$ cat config.mk
export PLATFORM = sky130hd
export DESIGN_NAME = calendar_clock_no_leap_flat
export DESIGN_NICKNAME = d
export VERILOG_FILES = /design/src/rtl/core/ccnl_pkg.sv /design/src/rtl/core/ccnl_if.sv /design/src/rtl/core/ccnl_step.sv /design/src/rtl/core/calendar_clock_no_leap.sv /design/src/flat_wrapper.sv
export SDC_FILE = /design/constraint.sdc
export NUM_CORES = 1
export LEC_CHECK = 0
export BUFFER_PORTS_ARGS = -buffer_cell sky130_fd_sc_hd__buf_2
export CAP_MARGIN = 40
export CORE_MARGIN = 2
export CORE_UTILIZATION = 43
export DETAILED_ROUTE_END_ITERATION = 12
export SETUP_SLACK_MARGIN = 0.5
export SYNTH_ARGS = -nofsm -noshare
export SYNTH_HDL_FRONTEND = slang
export SYNTH_SLANG_ARGS = --single-unit
$ cat constraint.sdc
create_clock -name clk -period 31.6 [get_ports clk]
set_clock_uncertainty 0.05 [all_clocks]
set_input_delay 3.16 -clock clk [delete_from_list [all_inputs] [get_ports clk]]
set_output_delay 3.16 -clock clk [all_outputs]
set_load 0.005 [all_outputs]
$ cat src/rtl/core/ccnl_pkg.sv
// Shared widths, constants, types and the month length table of the calendar clock.
// No dependencies; imported by every other file but the assertion macro header.
`timescale 1ns / 1ps

package ccnl_pkg;

  // Default parameter values
  localparam int YEAR_WIDTH_DEF     = 16;
  localparam int PRESCALE_WIDTH_DEF = 24;

  // Field widths
  localparam int TICKS_W       = 8;
  localparam int STEP_PERIOD_W = 24;
  localparam int MINUTE_STEP_W = 6;
  localparam int MINUTE_W      = 6;
  localparam int HOUR_W        = 5;
  localparam int DAY_W         = 5;
  localparam int MONTH_W       = 4;
  localparam int YEAR_OUT_W    = 16;
  localparam int CFG_INDEX_W   = 1;
  localparam int CFG_DATA_W    = 24;

  // Reset values
  localparam logic [STEP_PERIOD_W-1:0] STEP_PERIOD_RST = 24'd1000;
  localparam logic [MINUTE_STEP_W-1:0] MINUTE_STEP_RST = 6'd5;
  localparam logic [DAY_W-1:0]         DAY_RST         = 5'd1;
  localparam logic [MONTH_W-1:0]       MONTH_RST       = 4'd1;
  localparam int                       YEAR_RST        = 2017;

  // Calendar limits
  localparam logic [MINUTE_W:0]  MINUTES_PER_HOUR = 7'd60;
  localparam logic [HOUR_W:0]    HOURS_PER_DAY    = 6'd24;
  localparam logic [MONTH_W:0]   MONTHS_PER_YEAR  = 5'd12;
  localparam logic [DAY_W-1:0]   DAYS_LONG        = 5'd31;
  localparam logic [DAY_W-1:0]   DAYS_SHORT       = 5'd30;
  localparam logic [DAY_W-1:0]   DAYS_FEB         = 5'd28;

  // Month codes with a length other than 31
  localparam logic [MONTH_W-1:0] MONTH_FEB = 4'd2;
  localparam logic [MONTH_W-1:0] MONTH_APR = 4'd4;
  localparam logic [MONTH_W-1:0] MONTH_JUN = 4'd6;
  localparam logic [MONTH_W-1:0] MONTH_SEP = 4'd9;
  localparam logic [MONTH_W-1:0] MONTH_NOV = 4'd11;

  // Configuration register indexes
  typedef enum logic [CFG_INDEX_W-1:0] {
    REG_STEP_PERIOD = 1'b0,
    REG_MINUTE_STEP = 1'b1
  } cfg_reg_t;

  // Calendar fields below the year
  typedef struct packed {
    logic [MINUTE_W-1:0] minute;
    logic [HOUR_W-1:0]   hour;
    logic [DAY_W-1:0]    day;
    logic [MONTH_W-1:0]  month;
  } cal_t;

  // Days in a month, no leap years; unknown codes count as long months
  function automatic logic [DAY_W-1:0] month_length(input logic [MONTH_W-1:0] m);
    logic [DAY_W-1:0] len;
    len = DAYS_LONG;
    if (m == MONTH_FEB) begin
      len = DAYS_FEB;
    end else if (m == MONTH_APR || m == MONTH_JUN || m == MONTH_SEP || m == MONTH_NOV) begin
      len = DAYS_SHORT;
    end
    return len;
  endfunction

endpackage

$ cat src/rtl/core/ccnl_if.sv
// Valid/ready channel interfaces for tick requests and calendar results.
// Depends on ccnl_pkg for field widths.
`timescale 1ns / 1ps

interface ccnl_in_if import ccnl_pkg::*; ();
  logic               valid;
  logic               ready;
  logic [TICKS_W-1:0] elapsed_ticks;

  modport source (output valid, output elapsed_ticks, input ready);
  modport sink   (input valid, input elapsed_ticks, output ready);
endinterface

interface ccnl_out_if import ccnl_pkg::*; ();
  logic                  valid;
  logic                  ready;
  logic [MINUTE_W-1:0]   minute;
  logic [HOUR_W-1:0]     hour;
  logic [DAY_W-1:0]      day;
  logic [MONTH_W-1:0]    month;
  logic [YEAR_OUT_W-1:0] year;
  logic                  stepped;

  modport source (output valid, output minute, output hour, output day, output month,
                  output year, output stepped, input ready);
  modport sink   (input valid, input minute, input hour, input day, input month,
                  input year, input stepped, output ready);
endinterface

$ cat src/rtl/core/ccnl_step.sv
// Next-state logic of the calendar: saturating prescaler, step test and carry chain.
// Depends on ccnl_pkg for widths, limits and the month length table.
`timescale 1ns / 1ps

module ccnl_step import ccnl_pkg::*; #(
  parameter int YEAR_WIDTH     = YEAR_WIDTH_DEF,
  parameter int PRESCALE_WIDTH = PRESCALE_WIDTH_DEF
) (
  input  logic [PRESCALE_WIDTH-1:0] prescale,
  input  cal_t                      cal,
  input  logic [YEAR_WIDTH-1:0]     year,
  input  logic [TICKS_W-1:0]        ticks,
  input  logic [STEP_PERIOD_W-1:0]  step_period,
  input  logic [MINUTE_STEP_W-1:0]  minute_step,
  output logic [PRESCALE_WIDTH-1:0] prescale_next,
  output cal_t                      cal_next,
  output logic [YEAR_WIDTH-1:0]     year_next,
  output logic                      stepped
);

  localparam int CMP_W = (PRESCALE_WIDTH > STEP_PERIOD_W) ? PRESCALE_WIDTH : STEP_PERIOD_W;

  logic [PRESCALE_WIDTH:0]   pre_sum;
  logic [PRESCALE_WIDTH-1:0] pre_sat;
  logic [MINUTE_W:0]         min_sum;
  logic                      min_carry;
  logic [HOUR_W:0]           hour_sum;
  logic                      hour_carry;
  logic [DAY_W:0]            day_sum;
  logic                      day_carry;
  logic [MONTH_W:0]          month_sum;
  logic                      month_carry;

  // Add ticks and saturate at all ones
  assign pre_sum = {1'b0, prescale} + {{(PRESCALE_WIDTH + 1 - TICKS_W){1'b0}}, ticks};
  assign pre_sat = pre_sum[PRESCALE_WIDTH] ? '1 : pre_sum[PRESCALE_WIDTH-1:0];

  // Step when the period is reached; drop the remainder
  assign stepped       = CMP_W'(pre_sat) >= CMP_W'(step_period);
  assign prescale_next = stepped ? '0 : pre_sat;

  // Advance the minute; overflow clears rather than wraps
  assign min_sum   = {1'b0, cal.minute} + (stepped ? {1'b0, minute_step} : '0);
  assign min_carry = min_sum >= MINUTES_PER_HOUR;

  // Hour carry
  assign hour_sum   = {1'b0, cal.hour} + {{HOUR_W{1'b0}}, min_carry};
  assign hour_carry = hour_sum >= HOURS_PER_DAY;

  // Day carry against the month length
  assign day_sum   = {1'b0, cal.day} + {{DAY_W{1'b0}}, hour_carry};
  assign day_carry = day_sum > {1'b0, month_length(cal.month)};

  // Month carry
  assign month_sum   = {1'b0, cal.month} + {{MONTH_W{1'b0}}, day_carry};
  assign month_carry = month_sum > MONTHS_PER_YEAR;

  // Collect the new calendar
  always_comb begin
    cal_next.minute = min_carry   ? '0        : min_sum[MINUTE_W-1:0];
    cal_next.hour   = hour_carry  ? '0        : hour_sum[HOUR_W-1:0];
    cal_next.day    = day_carry   ? DAY_RST   : day_sum[DAY_W-1:0];
    cal_next.month  = month_carry ? MONTH_RST : month_sum[MONTH_W-1:0];
  end

  // Year wraps at its width
  assign year_next = year + YEAR_WIDTH'(month_carry);

endmodule

$ cat src/rtl/core/calendar_clock_no_leap.sv
// Calendar clock with a tick prescaler: one result per tick request.
// Requests pass the input register, then the result register; ccnl_step lies between them.
// Throughput: one request per cycle unless results stall; prescaler and carry chain are one pass.
// A stalled result holds its register while the next request waits in the input register.
// Reset (synchronous, active high) empties both stages and loads 00:00, day 1, month 1, 2017.
`timescale 1ns / 1ps

module calendar_clock_no_leap import ccnl_pkg::*; #(
  parameter int YEAR_WIDTH     = YEAR_WIDTH_DEF,
  parameter int PRESCALE_WIDTH = PRESCALE_WIDTH_DEF
) (
  input  logic                   clk,
  input  logic                   rst,
  ccnl_in_if.sink                in_ch,
  ccnl_out_if.source             out_ch,
  input  logic                   cfg_write,
  input  logic [CFG_INDEX_W-1:0] cfg_index,
  input  logic [CFG_DATA_W-1:0]  cfg_data
);

  logic [STEP_PERIOD_W-1:0]  step_period;
  logic [MINUTE_STEP_W-1:0]  minute_step;

  logic                      s1_valid;
  logic [TICKS_W-1:0]        s1_ticks;
  logic                      s1_move;
  logic                      out_free;

  logic [PRESCALE_WIDTH-1:0] prescale;
  cal_t                      cal;
  logic [YEAR_WIDTH-1:0]     year;

  logic [PRESCALE_WIDTH-1:0] prescale_next;
  cal_t                      cal_next;
  logic [YEAR_WIDTH-1:0]     year_next;
  logic                      stepped_next;

  logic                      out_valid;
  cal_t                      out_cal;
  logic [YEAR_WIDTH-1:0]     out_year;
  logic                      out_stepped;

  // Handshake: move a request on when the result register is free or being taken
  assign out_free    = !out_valid || out_ch.ready;
  assign s1_move     = s1_valid && out_free;
  assign in_ch.ready = !s1_valid || out_free;

  // Configuration registers
  always_ff @(posedge clk) begin
    if (rst) begin
      step_period <= STEP_PERIOD_RST;
      minute_step <= MINUTE_STEP_RST;
    end else if (cfg_write) begin
      unique case (cfg_reg_t'(cfg_index))
        REG_STEP_PERIOD: step_period <= cfg_data[STEP_PERIOD_W-1:0];
        REG_MINUTE_STEP: minute_step <= cfg_data[MINUTE_STEP_W-1:0];
      endcase
    end
  end

  // Input register
  always_ff @(posedge clk) begin
    if (rst) begin
      s1_valid <= 1'b0;
    end else if (in_ch.valid && in_ch.ready) begin
      s1_valid <= 1'b1;
    end else if (s1_move) begin
      s1_valid <= 1'b0;
    end
  end

  always_ff @(posedge clk) begin
    if (in_ch.valid && in_ch.ready) begin
      s1_ticks <= in_ch.elapsed_ticks;
    end
  end

  // Calendar update
  ccnl_step #(
    .YEAR_WIDTH     (YEAR_WIDTH),
    .PRESCALE_WIDTH (PRESCALE_WIDTH)
  ) u_step (
    .prescale      (prescale),
    .cal           (cal),
    .year          (year),
    .ticks         (s1_ticks),
    .step_period   (step_period),
    .minute_step   (minute_step),
    .prescale_next (prescale_next),
    .cal_next      (cal_next),
    .year_next     (year_next),
    .stepped       (stepped_next)
  );

  // Calendar state advances as each request passes into the result register
  always_ff @(posedge clk) begin
    if (rst) begin
      prescale   <= '0;
      cal.minute <= '0;
      cal.hour   <= '0;
      cal.day    <= DAY_RST;
      cal.month  <= MONTH_RST;
      year       <= YEAR_WIDTH'(YEAR_RST);
    end else if (s1_move) begin
      prescale <= prescale_next;
      cal      <= cal_next;
      year     <= year_next;
    end
  end

  // Result register
  always_ff @(posedge clk) begin
    if (rst) begin
      out_valid <= 1'b0;
    end else if (s1_move) begin
      out_valid <= 1'b1;
    end else if (out_ch.ready) begin
      out_valid <= 1'b0;
    end
  end

  always_ff @(posedge clk) begin
    if (s1_move) begin
      out_cal     <= cal_next;
      out_year    <= year_next;
      out_stepped <= stepped_next;
    end
  end

  // Drive the result channel
  assign out_ch.valid   = out_valid;
  assign out_ch.minute  = out_cal.minute;
  assign out_ch.hour    = out_cal.hour;
  assign out_ch.day     = out_cal.day;
  assign out_ch.month   = out_cal.month;
  assign out_ch.year    = YEAR_OUT_W'(out_year);
  assign out_ch.stepped = out_stepped;

endmodule

$ cat src/flat_wrapper.sv
// flat-port wrapper written by rule: the top's interface ports become plain ports
module calendar_clock_no_leap_flat import ccnl_pkg::*;
#(
  parameter int YEAR_WIDTH     = YEAR_WIDTH_DEF,
  parameter int PRESCALE_WIDTH = PRESCALE_WIDTH_DEF
)
  (clk, rst, cfg_write, cfg_index, cfg_data, in_ch_valid, in_ch_elapsed_ticks, in_ch_ready, out_ch_valid, out_ch_minute, out_ch_hour, out_ch_day, out_ch_month, out_ch_year, out_ch_stepped, out_ch_ready);
  ccnl_in_if in_ch_i ();
  ccnl_out_if out_ch_i ();
  input  logic clk;
  input  logic rst;
  input  logic cfg_write;
  input  logic [CFG_INDEX_W-1:0] cfg_index;
  input  logic [CFG_DATA_W-1:0] cfg_data;
  input wire logic [$bits(in_ch_i.valid)-1:0] in_ch_valid;
  input wire logic [$bits(in_ch_i.elapsed_ticks)-1:0] in_ch_elapsed_ticks;
  output wire logic [$bits(in_ch_i.ready)-1:0] in_ch_ready;
  output wire logic [$bits(out_ch_i.valid)-1:0] out_ch_valid;
  output wire logic [$bits(out_ch_i.minute)-1:0] out_ch_minute;
  output wire logic [$bits(out_ch_i.hour)-1:0] out_ch_hour;
  output wire logic [$bits(out_ch_i.day)-1:0] out_ch_day;
  output wire logic [$bits(out_ch_i.month)-1:0] out_ch_month;
  output wire logic [$bits(out_ch_i.year)-1:0] out_ch_year;
  output wire logic [$bits(out_ch_i.stepped)-1:0] out_ch_stepped;
  input wire logic [$bits(out_ch_i.ready)-1:0] out_ch_ready;
  assign in_ch_i.valid = in_ch_valid;
  assign in_ch_i.elapsed_ticks = in_ch_elapsed_ticks;
  assign in_ch_ready = in_ch_i.ready;
  assign out_ch_valid = out_ch_i.valid;
  assign out_ch_minute = out_ch_i.minute;
  assign out_ch_hour = out_ch_i.hour;
  assign out_ch_day = out_ch_i.day;
  assign out_ch_month = out_ch_i.month;
  assign out_ch_year = out_ch_i.year;
  assign out_ch_stepped = out_ch_i.stepped;
  assign out_ch_i.ready = out_ch_ready;
  calendar_clock_no_leap #(.YEAR_WIDTH(YEAR_WIDTH), .PRESCALE_WIDTH(PRESCALE_WIDTH)) u_core (.clk(clk), .rst(rst), .in_ch(in_ch_i), .out_ch(out_ch_i), .cfg_write(cfg_write), .cfg_index(cfg_index), .cfg_data(cfg_data));
endmodule
* Word level (Yosys, flattened, before mapping)
Cells that the tools add are included.
** Storage, ports and cells
- Logic and storage cells :: 60
- RAM bits :: 0
- Register bits after elaboration :: 137
- Output and inout bits :: 39
- Bits in read-only memories :: 0
- Latch bits :: 0
- Input port bits :: 38
- Memories kept :: 0
** Operators by class
- Reduce and logical (&&, ||, !) cells :: 13
- Magnitude comparators :: 5
- Eq/ne operators :: 5
- Div/mod/pow operators :: 0
- Bitwise gates (word level) :: 1
- $add $sub $neg :: 6
- Multiply operators :: 0
- Multiplexer cells :: 13
- Shifts and indexed selects :: 0
** Operators with widths (number)
- $mux W24 :: 2
- $add A24 B8 Y25 :: 1
- $ge A24 B24 Y1 :: 1
- $add A16 B1 Y16 :: 1
- $add A5 B1 Y6 :: 2
- $mux W6 :: 2
- $mux W5 :: 2
- $eq A4 B3 Y1 const B :: 2
- $eq A4 B4 Y1 const B :: 2
- $add A6 B6 Y7 :: 1
- $ge A7 B6 Y1 const B :: 1
- $ge A6 B5 Y1 const B :: 1
- $gt A6 B5 Y1 :: 1
- $add A4 B1 Y5 :: 1
- $gt A5 B4 Y1 const B :: 1
- $logic_or A1 B1 Y1 :: 5
- $mux W1 :: 5
- $eq A4 B2 Y1 const B :: 1
- $mux W4 :: 1
- $reduce_and A2 Y1 :: 2
- $reduce_bool A2 Y1 :: 2
- $logic_and A1 B1 Y1 :: 2
- $logic_not A1 Y1 :: 2
- $mux W2 :: 1
- $not A1 Y1 :: 1

* Longest topological paths before layout
- Depth in word-level cells :: 13
- Gate-level depth with buffers :: 52
- Mapped depth without buffers :: 48

* Cells and area by module
From an unflattened synthesis, not the netlist that was laid out.
** Second synthesis, totals
- Cell total of the unflattened synthesis :: 826
- Area total of the unflattened synthesis :: 7862.5 sq um
** Modules (own cells, without submodules)
- calendar_clock_no_leap :: cells an instance 448, times used 1, area each 5275.1 sq um
- ccnl_step :: cells an instance 378, times used 1, area each 2587.5 sq um

* Worst setup path before layout
OpenSTA, ideal clock, no wires.
- Path kind :: reg-to-reg
- From :: register u_core.s1_ticks[0]
- To :: register u_core.year[14]
- Slack :: 21.217 ns
- Required time :: 31.422 ns
- Cell stages (with the launch flop) :: 53
- Arrival :: 10.205 ns
- Library setup time :: 0.128 ns
- Cell sequence :: edfxtp_1 -> ha_1 -> fa_1 -> a21oi_1 -> o211ai_1 -> nand3_2 -> or2_0 -> buf_2 -> buf_2 -> buf_2 -> nand2_1 -> ha_1 -> a21o_1 -> a21o_1 -> a2111oi_2 -> nand3_1 -> buf_2 -> and2_1 -> (+17 left out) -> o211ai_2 -> a211oi_1 -> a311o_1 -> clkbuf_1 -> ha_1 -> ha_1 -> nor2_1 -> o31ai_1 -> a22oi_1 -> inv_1 -> ha_1 -> ha_1 -> nand3_1 -> nor2_1 -> nand4_1 -> nor3_1 -> xnor2_1 -> nor2_1
** On the way
- Longest elaborated chain between the ends :: 13
** RTL lines
- start: declaration :: line calendar_clock_no_leap.sv:25 : logic [TICKS_W-1:0] s1_ticks;
- start signal: assignment :: line calendar_clock_no_leap.sv:74 : s1_ticks <= in_ch.elapsed_ticks;
- $add A24 B8 Y25 :: line ccnl_step.sv:35 : assign pre_sum = {1'b0, prescale} + {{(PRESCALE_WIDTH + 1 - TICKS_W){1'b0}}, ticks};
- $mux W24 :: line ccnl_step.sv:36 : assign pre_sat = pre_sum[PRESCALE_WIDTH] ? '1 : pre_sum[PRESCALE_WIDTH-1:0];
- $ge A24 B24 Y1 :: line ccnl_step.sv:39 : assign stepped = CMP_W'(pre_sat) >= CMP_W'(step_period);
- named net u_core.stepped_next :: line calendar_clock_no_leap.sv:36 : logic stepped_next;
- $mux W6 :: line ccnl_step.sv:43 : assign min_sum = {1'b0, cal.minute} + (stepped ? {1'b0, minute_step} : '0);
- $add A6 B6 Y7 :: line ccnl_step.sv:43
- $ge A7 B6 Y1 :: line ccnl_step.sv:44 : assign min_carry = min_sum >= MINUTES_PER_HOUR;
- $add A5 B1 Y6 :: line ccnl_step.sv:47 : assign hour_sum = {1'b0, cal.hour} + {{HOUR_W{1'b0}}, min_carry};
- $ge A6 B5 Y1 :: line ccnl_step.sv:48 : assign hour_carry = hour_sum >= HOURS_PER_DAY;
- $add A5 B1 Y6 :: line ccnl_step.sv:51 : assign day_sum = {1'b0, cal.day} + {{DAY_W{1'b0}}, hour_carry};
- $gt A6 B5 Y1 :: line ccnl_step.sv:52 : assign day_carry = day_sum > {1'b0, month_length(cal.month)};
- $add A4 B1 Y5 :: line ccnl_step.sv:55 : assign month_sum = {1'b0, cal.month} + {{MONTH_W{1'b0}}, day_carry};
- $gt A5 B4 Y1 :: line ccnl_step.sv:56 : assign month_carry = month_sum > MONTHS_PER_YEAR;
- $add A16 B1 Y16 :: line ccnl_step.sv:67 : assign year_next = year + YEAR_WIDTH'(month_carry);
- end signal: assignment :: line calendar_clock_no_leap.sv:103 : year <= YEAR_WIDTH'(YEAR_RST);
- end signal: assignment :: line calendar_clock_no_leap.sv:107 : year <= year_next;
- end: declaration :: line calendar_clock_no_leap.sv:31 : logic [YEAR_WIDTH-1:0] year;
The timed path passes the listed nets, and every way through them passes these cells.
A chain may end at the register's enable or synchronous reset.

* Worst setup path in the final report
- From :: register u_core.s1_ticks[0]
- To :: register u_core.year[14]
** On the way
- Longest elaborated chain between the ends :: 13
** RTL lines (line)
- $add A24 B8 Y25 :: ccnl_step.sv:35
- $mux W24 :: ccnl_step.sv:36
- $ge A24 B24 Y1 :: ccnl_step.sv:39
- $mux W6 :: ccnl_step.sv:43
- $add A6 B6 Y7 :: ccnl_step.sv:43
- $ge A7 B6 Y1 :: ccnl_step.sv:44
- $add A5 B1 Y6 :: ccnl_step.sv:47
- $ge A6 B5 Y1 :: ccnl_step.sv:48
- $add A5 B1 Y6 :: ccnl_step.sv:51
- $gt A6 B5 Y1 :: ccnl_step.sv:52
- $add A4 B1 Y5 :: ccnl_step.sv:55
- $gt A5 B4 Y1 :: ccnl_step.sv:56
- $add A16 B1 Y16 :: ccnl_step.sv:67
No other way between the ends.

==> impl_metrics.py <==
metrics = {
    "logic_synthesis": {
        "postSynth.asyncResetShare": 0,
        "synth_enable_flop_cells": 45,
        "synth_cells": 821,
        "netlist_area_um2": 7259,
        "avgSynthCellArea_um2": 8.842,
        "synth-seq-cells": 137,
        "yosys_warnings": 0,
        "ys_seq_area_frac": 0.4398,
        "ys_types": 66,
        "synth_ff_type": "dfxtp_1",
        "syn_nets": 909,
    },
    "drt": {
        "ant_nets": 0,
        "remaining_drc_errors": 0,
        "dr.pass1.iters": 5,
        "drt-total-wl_um": 15830,
        "vias_per_cell": 5.232,
        "routedWlPerCell_um": 14.19,
        "drtIter0Drc": 355,
        "vias": 5839,
    },
    "worst_hold_path": {
        "min_from": "u_core.minute_step[4]",
        "hold_class": "flip-flop to flip-flop",
        "min_to": "u_core.minute_step[4]",
        "worstHoldPathCells": 2,
    },
    "floorplan": {
        "dieArea_um2": 17940,
        "placeableCoreArea_um2": 16520,
        "start_util": 0.4393,
        "ioPinCount": 77,
        "num_rows": 47,
        "die_h_um": 133.9,
        "die_w_um": 133.9,
    },
    "critical_path": {
        "r2r_start": "u_core.s1_ticks[0]",
        "critPathArrivalTime_ps": 12610,
        "critPathMaxFanout": 15,
        "ff2ff_path_depth": 48,
        "end_kind": "flip-flop",
        "reg2reg_to": "u_core.year[14]",
        "cp.required_ps": 31830,
        "crit_slowest_cell": "nor4b_1",
        "max_stage_delay_ps": 650,
        "r2r_slack_ps": 19220,
        "crit_type": "flip-flop to flip-flop",
        "cpMostUsedCell": "ha_1",
        "critPathLaunchType": "flip-flop",
    },
    "grt": {
        "track_usage": 0.1848,
        "grt_pass1_vias": 5409,
        "grt_pass1_wl_um": 26410,
        "antenna_found_initial": 0,
        "grt_overflow": 0,
        "grt_max_degree": 60,
    },
    "clock_network": {
        "clock_latency_ps": 420,
        "cts_buffers": 17,
        "cts_buffer_depth": 2,
        "cts_resized": 0,
        "clock-sinks": 137,
        "cts_root_buf": "clkbuf_16",
        "cts_tree": "done",
        "clk_pin_slew_ps": 60,
        "htreeDepth": 4,
        "cts-hold-fix-buffers": 0,
        "cts_setup_buffers": 0,
    },
    "power": {
        "switching_power_mw": 0.09550,
        "p_comb_frac": 0.082,
        "ir_drop_uv": 39.20,
        "power_frac_seq": 0.441,
        "power_density_nw_per_um2": 50.83,
        "p_int_mw": 0.3341,
        "swShare": 0.2223,
        "finalPower_mw": 0.4296,
        "p_leak_nw": 3.385,
        "clkPwrFrac": 0.477,
    },
    "timing": {
        "hold_ws_ps": 400.5,
        "max_freq_mhz": 80.79,
        "drv_slew": 0,
        "setup_violations": 0,
        "maxSlewHeadroom": 0.4336,
        "finalHoldViolCount": 0,
        "worst_slew_pin_slew_ps": 849.6,
        "finalCriticalPeriod_ps": 12380,
        "rsz0062_at_grt": "no",
        "tns_ps": 0,
        "fin_crit_sh": 0.3917,
    },
    "place": {
        "gp_congestion": 0.8166,
        "portBuffers": 76,
        "dp_hpwl_um": 11220,
        "dpl.cell_count": 1084,
    },
    "finish": {
        "fin_util": 0.5115,
        "area_growth_syn_to_layout_pct": 16.43,
        "antenna_cells": 0,
        "final_cells": 1116,
        "drive_gt1_frac": 0.1406,
        "nets": 971,
        "fill_cells": 1547,
    },
    "status": {
        "status": "completed",
    },
    "job": {
        "maxCapViolCount": 0,
    },
}
==> sequential cells by signal, summed over array words and instances (netlist names), 6 cells and up <==
name	flops
u_core.cal	20
u_core.minute_step	6
u_core.out_ch.minute	6
u_core.out_ch.year	16
u_core.prescale	24
u_core.s1_ticks	8
u_core.step_period	24
u_core.year	16
==> per-layer routing <==
metal / global-route usage / share of wire
met1: 0.2480 / 0.48
met2: 0.2940 / 0.46
met3: 0.03779 / 0.032
met4: 0.07151 / 0.019
met5: 0 / 0
==> kinds of logic after synthesis <==
group,share of synthesized area
AO/OA/AOI/OAI,0.1565
AND/OR/NAND/NOR,0.2022
adder cells (fa/ha/maj),0.08825
XOR/XNOR,0.05671
multiplexers,0.008100
buffers and inverters,0.04843
flip-flops,0.4398
==> Yosys cell counts, types with 19 or more instances <==
cell type  count  area [µm²]
nand2_1      131       491.7
dfxtp_1       92        1842
a21oi_1       73       365.4
nor2_1        51       191.4
inv_1         50       187.7
ha_1          48       600.6
edfxtp_1      45        1351
nand3_1       41       205.2
o21ai_0       36       180.2
xnor2_1       28       245.2
clkbuf_1      26       97.59
xor2_1        19       166.4
==> critical path, delay by kind of cell (launching register included) <==
family	cells	cell delay, ps
xor+xnor	1	150
mux	1	260
flops	1	370
simple gates	17	4260
buf+inv	3	590
fa+ha+maj	13	3520
compound gates	13	3020
==> power groups by stage <==
stage          logic, mW  clock network [mW]  registers [mW]
2_1_floorplan     0.0229                   0           0.193
3_3_place_gp      0.0342                   0           0.193
3_5_place_dp      0.0348                   0           0.193
4_1_cts           0.0353               0.210           0.189
5_1_grt           0.0398               0.218           0.190
6_report          0.0351               0.205           0.189
==> cells in the final DEF (no fill, tap or decap), types with 6 or more instances in the layout <==
| cell type | instances |
|---|---|
| inv_1 | 49 |
| o2bb2ai_1 | 6 |
| nor2_1 | 51 |
| xor2_1 | 19 |
| nand4_1 | 11 |
| o21ai_0 | 36 |
| nand3_1 | 41 |
| xnor2_1 | 28 |
| a21o_1 | 8 |
| ha_1 | 48 |
| clkbuf_16 | 17 |
| and3_1 | 8 |
| buf_2 | 76 |
| and2_1 | 15 |
| nor3_1 | 14 |
| nand2_1 | 131 |
| nor2b_1 | 7 |
| edfxtp_1 | 45 |
| a22o_1 | 10 |
| or3_1 | 8 |
| a21oi_1 | 73 |
| dfxtp_1 | 92 |
| o211ai_1 | 15 |
==> layout make-up <==
cell class                      count  area (µm²)  area share
Multi-Input combinational cell    594        3717      0.4398
Sequential cell                   137        3193      0.3778
Timing Repair Buffer               83       473.0     0.05596
Clock buffer                       23       457.9     0.05418
Tap cell                          220       275.3     0.03257
Inverter                           50       187.7     0.02221
Clock inverter                      9       147.6     0.01747
==> per-stage QoR <==
step                worst slack [ps]  area (µm²)
floorplan                      21220        7259
global placement               19740        7791
detailed placement             19350        7846
CTS                            19290        8452
global route                   18280        8452
finish                         19220        8452
==> worst max-delay path by stage <==
stage / depth (start not counted) / start / endpoint
after floorplan: 52 / u_core.s1_ticks[0] / u_core.year[14]
after global placement: 48 / u_core.s1_ticks[0] / u_core.year[14]
after detailed placement: 48 / u_core.s1_ticks[0] / u_core.year[14]
after CTS: 48 / u_core.s1_ticks[0] / u_core.year[14]
after global routing: 48 / u_core.s1_ticks[0] / u_core.year[14]
final: 48 / u_core.s1_ticks[0] / u_core.year[14]
(Power assumes the default switching activity.)
